## config.mk

```make
export PLATFORM = sky130hd
export DESIGN_NAME = sorted_priority_queue_unit
export DESIGN_NICKNAME = d
export VERILOG_FILES = /design/src/hdl/spq_pkg.sv /design/src/hdl/spq_cell.sv /design/src/hdl/sorted_priority_queue_unit.sv
export SDC_FILE = /design/constraint.sdc
export NUM_CORES = 2
export LEC_CHECK = 0
export BUFFER_PORTS_ARGS = -buffer_cell sky130_fd_sc_hd__buf_4
export CORE_ASPECT_RATIO = 0.8
export CORE_MARGIN = 2
export CORE_UTILIZATION = 55
export DETAILED_ROUTE_END_ITERATION = 8
export GPL_ROUTABILITY_DRIVEN = 0
export PLACE_DENSITY = 0.73
export SLEW_MARGIN = 20
export SYNTH_ARGS = -nofsm -noshare
export SYNTH_HDL_FRONTEND = slang
export SYNTH_SLANG_ARGS = --single-unit
```

## constraint.sdc

```tcl
create_clock -name clk -period 13.89 [get_ports clk]
set_input_delay 2.778 -clock clk [delete_from_list [all_inputs] [get_ports clk]]
set_output_delay 2.778 -clock clk [all_outputs]
set_load 0.02 [all_outputs]
```

## src/hdl/spq_pkg.sv

```systemverilog
// Shared types, codes and default sizes of the sorted priority queue.
package spq_pkg;

	localparam int DEPTH_DEF        = 16;
	localparam int KEY_BITS_DEF     = 16;
	localparam int PAYLOAD_BITS_DEF = 32;

	typedef enum logic {
		FUNC_INSERT = 1'b0,
		FUNC_REMOVE = 1'b1
	} spq_func_t;

	typedef enum logic [1:0] {
		ST_OK           = 2'd0,
		ST_REMOVE_EMPTY = 2'd1,
		ST_INSERT_FULL  = 2'd2
	} spq_status_t;

	// Command broadcast to every cell of the chain.
	typedef struct packed {
		logic ins;
		logic rem;
	} spq_cell_ctrl_t;

endpackage

```

## src/hdl/spq_cell.sv

```systemverilog
// One slot of the sorted chain: holds an entry and trades it with its neighbors.
module spq_cell import spq_pkg::*; #(
	parameter int KEY_BITS     = KEY_BITS_DEF,
	parameter int PAYLOAD_BITS = PAYLOAD_BITS_DEF,
	parameter int CNT_BITS     = 5,
	parameter int IDX          = 0
) (
	input  logic                    clk,
	input  spq_cell_ctrl_t          ctrl,
	input  logic [CNT_BITS-1:0]     count,
	input  logic [KEY_BITS-1:0]     new_key,
	input  logic [PAYLOAD_BITS-1:0] new_payload,
	input  logic                    left_mark,
	input  logic [KEY_BITS-1:0]     left_key,
	input  logic [PAYLOAD_BITS-1:0] left_payload,
	input  logic [KEY_BITS-1:0]     right_key,
	input  logic [PAYLOAD_BITS-1:0] right_payload,
	output logic                    mark,
	output logic [KEY_BITS-1:0]     key,
	output logic [PAYLOAD_BITS-1:0] payload,
	output logic [KEY_BITS-1:0]     nxt_key,
	output logic [PAYLOAD_BITS-1:0] nxt_payload
);

	logic [KEY_BITS-1:0]     key_q;
	logic [PAYLOAD_BITS-1:0] payload_q;
	logic                    occupied;

	// A slot is marked when the new entry belongs here or further toward the front.
	assign occupied = CNT_BITS'(IDX) < count;
	assign mark     = !occupied || (new_key < key_q);

	always_comb begin
		nxt_key     = key_q;
		nxt_payload = payload_q;
		if (ctrl.ins) begin
			if (mark) begin
				if (left_mark) begin
					nxt_key     = left_key;
					nxt_payload = left_payload;
				end else begin
					nxt_key     = new_key;
					nxt_payload = new_payload;
				end
			end
		end else if (ctrl.rem) begin
			nxt_key     = right_key;
			nxt_payload = right_payload;
		end
	end

	always_ff @(posedge clk) begin
		key_q     <= nxt_key;
		payload_q <= nxt_payload;
	end

	assign key     = key_q;
	assign payload = payload_q;

endmodule

```

## src/hdl/sorted_priority_queue_unit.sv

```systemverilog
// Top level of the sorted priority queue: cell chain, entry count and result register.
//
// Input channel s_*: one transfer is one command. s_tuser carries func (insert or
// remove-min), s_tdata carries the key and payload of an entry to insert.
// Output channel m_*: every accepted command yields exactly one result transfer with
// the front entry after the command, the entry count, an empty flag and a status
// (ok, remove on empty, insert on full with the entry dropped).
// The result is registered: it is valid in the cycle after the command transfer.
// Throughput is one command per cycle while the receiver takes results; the whole chain
// of cells shifts together, every cell comparing its key with the new key and taking
// its neighbor's entry, the new entry or keeping its own.
// The result register decouples the two sides: a new command is taken while the
// previous result is being taken in the same cycle. When the receiver stalls, the
// result holds and s_tready drops until it is taken.
// Reset empties the queue (count zero) and drops any pending result; the entry
// slots themselves are not cleared and are only read below the count.
module sorted_priority_queue_unit import spq_pkg::*; #(
	parameter int DEPTH        = DEPTH_DEF,
	parameter int KEY_BITS     = KEY_BITS_DEF,
	parameter int PAYLOAD_BITS = PAYLOAD_BITS_DEF,
	parameter int CNT_BITS     = $clog2(DEPTH + 1),
	parameter int IN_W         = ((KEY_BITS + PAYLOAD_BITS + 7) / 8) * 8,
	parameter int OUT_W        = ((KEY_BITS + PAYLOAD_BITS + CNT_BITS + 3 + 7) / 8) * 8
) (
	input  logic             clk,
	input  logic             arst_n,
	input  logic             s_tvalid,
	output logic             s_tready,
	// s_tdata fields, lowest bit up: key, payload
	input  logic [IN_W-1:0]  s_tdata,
	// s_tuser fields, lowest bit up: func
	input  logic             s_tuser,
	output logic             m_tvalid,
	input  logic             m_tready,
	// m_tdata fields, lowest bit up: min_key, min_payload, entry_count, is_empty, status
	output logic [OUT_W-1:0] m_tdata
);

	logic                    accept;
	logic                    is_remove;
	logic                    full;
	logic [KEY_BITS-1:0]     new_key;
	logic [PAYLOAD_BITS-1:0] new_payload;
	logic [CNT_BITS-1:0]     count_q;
	logic [CNT_BITS-1:0]     count_nxt;
	spq_cell_ctrl_t          ctrl;
	spq_status_t             status_nxt;

	logic                    mark_w        [DEPTH];
	logic [KEY_BITS-1:0]     key_w         [DEPTH];
	logic [PAYLOAD_BITS-1:0] payload_w     [DEPTH];
	logic [KEY_BITS-1:0]     nxt_key_w     [DEPTH];
	logic [PAYLOAD_BITS-1:0] nxt_payload_w [DEPTH];

	logic                    out_valid_q;
	logic [KEY_BITS-1:0]     min_key_q;
	logic [PAYLOAD_BITS-1:0] min_payload_q;
	logic [CNT_BITS-1:0]     entry_count_q;
	logic                    is_empty_q;
	spq_status_t             status_q;

	// Take a command whenever the result register is free or being emptied.
	assign s_tready    = !out_valid_q || m_tready;
	assign accept      = s_tvalid && s_tready;
	assign is_remove   = (s_tuser == FUNC_REMOVE);
	assign full        = (count_q == CNT_BITS'(DEPTH));
	assign new_key     = s_tdata[KEY_BITS-1:0];
	assign new_payload = s_tdata[KEY_BITS+PAYLOAD_BITS-1:KEY_BITS];

	// Decide the command for the chain; errors leave the chain untouched.
	always_comb begin
		ctrl       = '0;
		status_nxt = ST_OK;
		count_nxt  = count_q;
		if (accept) begin
			if (!is_remove) begin
				if (full) begin
					status_nxt = ST_INSERT_FULL;
				end else begin
					ctrl.ins  = 1'b1;
					count_nxt = count_q + CNT_BITS'(1);
				end
			end else begin
				if (count_q == '0) begin
					status_nxt = ST_REMOVE_EMPTY;
				end else begin
					ctrl.rem  = 1'b1;
					count_nxt = count_q - CNT_BITS'(1);
				end
			end
		end
	end

	// The chain: each cell sees its left neighbor for inserts and its right for removes.
	for (genvar i = 0; i < DEPTH; i++) begin : g_cell
		logic                    left_mark;
		logic [KEY_BITS-1:0]     left_key;
		logic [PAYLOAD_BITS-1:0] left_payload;
		logic [KEY_BITS-1:0]     right_key;
		logic [PAYLOAD_BITS-1:0] right_payload;

		if (i == 0) begin : g_head
			assign left_mark    = 1'b0;
			assign left_key     = new_key;
			assign left_payload = new_payload;
		end else begin : g_body
			assign left_mark    = mark_w[i-1];
			assign left_key     = key_w[i-1];
			assign left_payload = payload_w[i-1];
		end

		// The tail refills with its own entry, which lies beyond the count anyway.
		if (i == DEPTH - 1) begin : g_tail
			assign right_key     = key_w[i];
			assign right_payload = payload_w[i];
		end else begin : g_inner
			assign right_key     = key_w[i+1];
			assign right_payload = payload_w[i+1];
		end

		spq_cell #(
			.KEY_BITS     (KEY_BITS),
			.PAYLOAD_BITS (PAYLOAD_BITS),
			.CNT_BITS     (CNT_BITS),
			.IDX          (i)
		) u_cell (
			.clk           (clk),
			.ctrl          (ctrl),
			.count         (count_q),
			.new_key       (new_key),
			.new_payload   (new_payload),
			.left_mark     (left_mark),
			.left_key      (left_key),
			.left_payload  (left_payload),
			.right_key     (right_key),
			.right_payload (right_payload),
			.mark          (mark_w[i]),
			.key           (key_w[i]),
			.payload       (payload_w[i]),
			.nxt_key       (nxt_key_w[i]),
			.nxt_payload   (nxt_payload_w[i])
		);
	end

	always_ff @(posedge clk or negedge arst_n) begin
		if (!arst_n) begin
			count_q     <= '0;
			out_valid_q <= 1'b0;
		end else begin
			count_q <= count_nxt;
			if (accept) begin
				out_valid_q <= 1'b1;
			end else if (m_tready) begin
				out_valid_q <= 1'b0;
			end
		end
	end

	// Capture the front entry as it will stand after this command; zero when empty.
	always_ff @(posedge clk) begin
		if (accept) begin
			min_key_q     <= (count_nxt == '0) ? '0 : nxt_key_w[0];
			min_payload_q <= (count_nxt == '0) ? '0 : nxt_payload_w[0];
			entry_count_q <= count_nxt;
			is_empty_q    <= (count_nxt == '0);
			status_q      <= status_nxt;
		end
	end

	assign m_tvalid = out_valid_q;
	assign m_tdata  = OUT_W'({status_q, is_empty_q, entry_count_q, min_payload_q, min_key_q});

	// The count never passes the number of cells.
	a_count_bound: assert property (@(posedge clk) disable iff (!arst_n)
		count_q <= CNT_BITS'(DEPTH))
		else $error("entry count above depth");

	// An insert into a full queue reports the drop and leaves the count alone.
	a_full_drop: assert property (@(posedge clk) disable iff (!arst_n)
		accept && !is_remove && full |=> status_q == ST_INSERT_FULL
			&& count_q == CNT_BITS'(DEPTH))
		else $error("insert on full not reported");

	// The two front cells stay in key order.
	a_front_sorted: assert property (@(posedge clk) disable iff (!arst_n)
		count_q >= CNT_BITS'(2) |-> key_w[0] <= key_w[1])
		else $error("front entries out of order");

	// A pending result agrees with itself on emptiness.
	a_empty_flag: assert property (@(posedge clk) disable iff (!arst_n)
		out_valid_q |-> is_empty_q == (entry_count_q == '0))
		else $error("empty flag disagrees with count");

endmodule
```

==> results.md <==
* Port-buffer cells at 110
* DRC at 0
* Power Total at 8.044 mW
* Synth Warn # at 0
* Clk buf depth at 3
* Setup repair bufs after CTS at 0
* Detailed Route WL at 135.7 mm
* Vias at 35340
* First-pass GRT wire length at 204.8 mm
* Critical path class: input port to register
* Largest net degree at the start of global routing at 191
* DPL Wire Length at 82.26 mm
* Die X at 328.8 µm
* Post-DR vias/cell at 6.389
* Setup TNS at 0 ps
* Critical Path RT at 14260 ps
* Syn Std Cell Area at 46410 µm²
* Synthesized Nets at 4721
* # H-tree levels at 3
* Core area at 83800 µm²
* CP max FO at 31
* CP arrival at 6840 ps
* Critical path launch point type: input port
* Commonest non-fill, non-tap cell in the layout: edfxtp_1
* Mean Syn Cell Area at 10.49 µm²
* Worst clock skew at 40.61 ps
* Latest clock arrival within the worst-skew pair at 690 ps
* Least-Margin Pin Slew at 1257 ps
* Area of the multi-input gates at 19760 µm²
* Resized cells post-CTS at 0
* Tmin final at 6469 ps
* Max-slew violations at 0
* Die footprint at 86740 µm²
* Total global routing track utilization at 30.82%
* Post-synth EDFFs at 776
* Vias in the first global route at 33210
* P per Cell Area at 158.3 nW/µm²
* Antenna violations before repair at 3
* Core Util, Final at 60.65%
* Post-synth ARST share at 0.7229%
* Relative slew slack at 15.33%
* Syn-to-layout area delta at 9.511%
* Max VDD drop at 0.0001360 V
* Synth Instances at 4424
* F_max at 154.6 MHz
* Wire per inst at 24.54 µm
* Final hold vios at 0
* Pre-Repair DR Iteration Count at 7
* Reg area at 24410 µm²
* CTS hold repair buffers at 0
* Vert. Die Dim at 263.8 µm
* Most frequent cells in the layout: edfxtp_1, nand2_1, mux2i_1, o21ai_0, inv_1
* CTS tree: yes
* CTS root buffer: clkbuf_16
* # IOs at 111
* Share of cells above drive strength 1 at 8.673%
* Row Count at 95
* Synthesized flop and latch total at 830
* CTS buffer count at 87
* RSZ-0062 raised after global routing: no
* Top FF cell, synth: edfxtp_1
* Post-synth top area cell: edfxtp_1
* Clk pin slew, worst setup/hold paths at 60 ps
* First-iteration detailed-routing DRC count at 4958
* HP Class: register to register
* Final Setup Violations at 0
* Final #Nets at 4640
* Fillcell total at 6861
* CTS sink cnt at 830
* Max_cap viols at 0
* Sequential area share after synthesis at 52.60%
* Register-to-register setup slack at 8930 ps
* Final ANT Viol Nets at 0
* Static leakage at 20.68 nW
* Crit. End Element: register
* Initial Util at 55.38%
* Top-area cell type share of the netlist area at 50.21%
* Period utilisation layout at 46.57%
* Top cells by area, synth: edfxtp_1, mux2i_1, ha_1, nand2_1, o21ai_0
* Unique masters post-synth at 62
* Status: complete, no violations
* Min Hold Slack at 537.6 ps
* Global route overflow at 0
where the power goes:
group / switching (mW) / total, mW / leakage (nW) / internal, mW
Combinational: 1.47 / 2.22 / 11.5 / 0.753
Clock: 1.03 / 2.39 / 1.39 / 1.35
Sequential: 0.217 / 3.43 / 7.77 / 3.22
Total: 2.72 / 8.04 / 20.7 / 5.32
cells by family after synthesis:
group / after synthesis / synth area share, %
multiplexers: 549 / 11.97
flip-flops: 830 / 52.60
adder cells (fa/ha/maj): 244 / 6.578
AND/OR/NAND/NOR: 1191 / 10.84
buffers and inverters: 632 / 5.589
AO/OA/AOI/OAI: 976 / 12.39
XOR/XNOR: 2 / 0.03775
through the flow:
step / cells / worst slack, ps / cell area (µm²)
after floorplan: 4424 / 5670 / 46410
after global placement: 5369 / 6708 / 47960
after detailed placement: 5369 / 6655 / 47960
after CTS: 5531 / 7348 / 50820
after global routing: 5532 / 7315 / 50830
final: 5532 / 7421 / 50830
synthesized netlist by cell type, drive strengths merged (2+ instances only):
cell / number
edfxtp: 776
nand2: 629
mux2i: 501
o21ai: 435
inv: 296
a21oi: 247
nor2: 245
ha: 244
nand3: 215
clkbuf: 208
o211ai: 151
buf: 128
o221ai: 62
dfxtp: 48
mux2: 48
nand4: 26
nand2b: 18
a21o: 17
nor3: 17
nor2b: 15
a211oi: 13
a31oi: 8
a2111oi: 7
dfrtp: 6
a21boi: 5
and3: 5
nor4: 5
a211o: 4
a221oi: 4
o21a: 4
a31o: 3
and4: 3
nor4b: 3
o22ai: 3
o41ai: 3
or3: 3
a32oi: 2
and2: 2
o21bai: 2
path summary, 6_finish.rpt:
check / startpoint / end / depth (start not counted)
max in group asynchronous: arst_n / m_tvalid / 1
worst max-delay path: s_tdata[1] / g_cell[9].u_cell.key[3] / 10
worst max register to register: count_q[1] / min_key_q[4] / 10
worst min-delay path: g_cell[9].u_cell.payload[7] / g_cell[8].u_cell.payload[7] / 2
worst min register to register: g_cell[9].u_cell.payload[7] / g_cell[8].u_cell.payload[7] / 2
min in group asynchronous: arst_n / count_q[3] / 1
worst max-delay path, stage by stage:
cell and delay [ps]:
buf_4 320, ha_1 300, a2111oi_0 1010, a2111oi_0 330, o41ai_2 780, a21oi_4 140, buf_4 290, buf_4 440
mux2i_1 280, o21ai_0 110
metal layers:
layer	global-route usage, %	vias up	wire (µm)
met5	0	-	16
met4	8.738	2	3592
met3	6.788	214	15570
met2	44.32	1946	57720
met1	46.62	17280	58850
li1	-	15910	-
final cells by class:
class | instances | share of cell area (%)
flip-flops and latches | 830 | 48.03
multi-input cells | 2962 | 38.88
clock buffers | 119 | 4.741
well taps | 1115 | 2.745
repair buffers | 166 | 2.526
inverters | 296 | 2.188
clock inverters | 43 | 0.8838
diodes | 1 | 0.004923
registers in the layout (all words and copies together) (netlist names):
name	count
entry_count_q	5
min_payload_q	32
status_q	2
count_q	5
m_tvalid	1
is_empty_q	1
g_cell.u_cell.payload	512
g_cell.u_cell.key	256
min_key_q	16
Power figures use the tool's default switching activity.
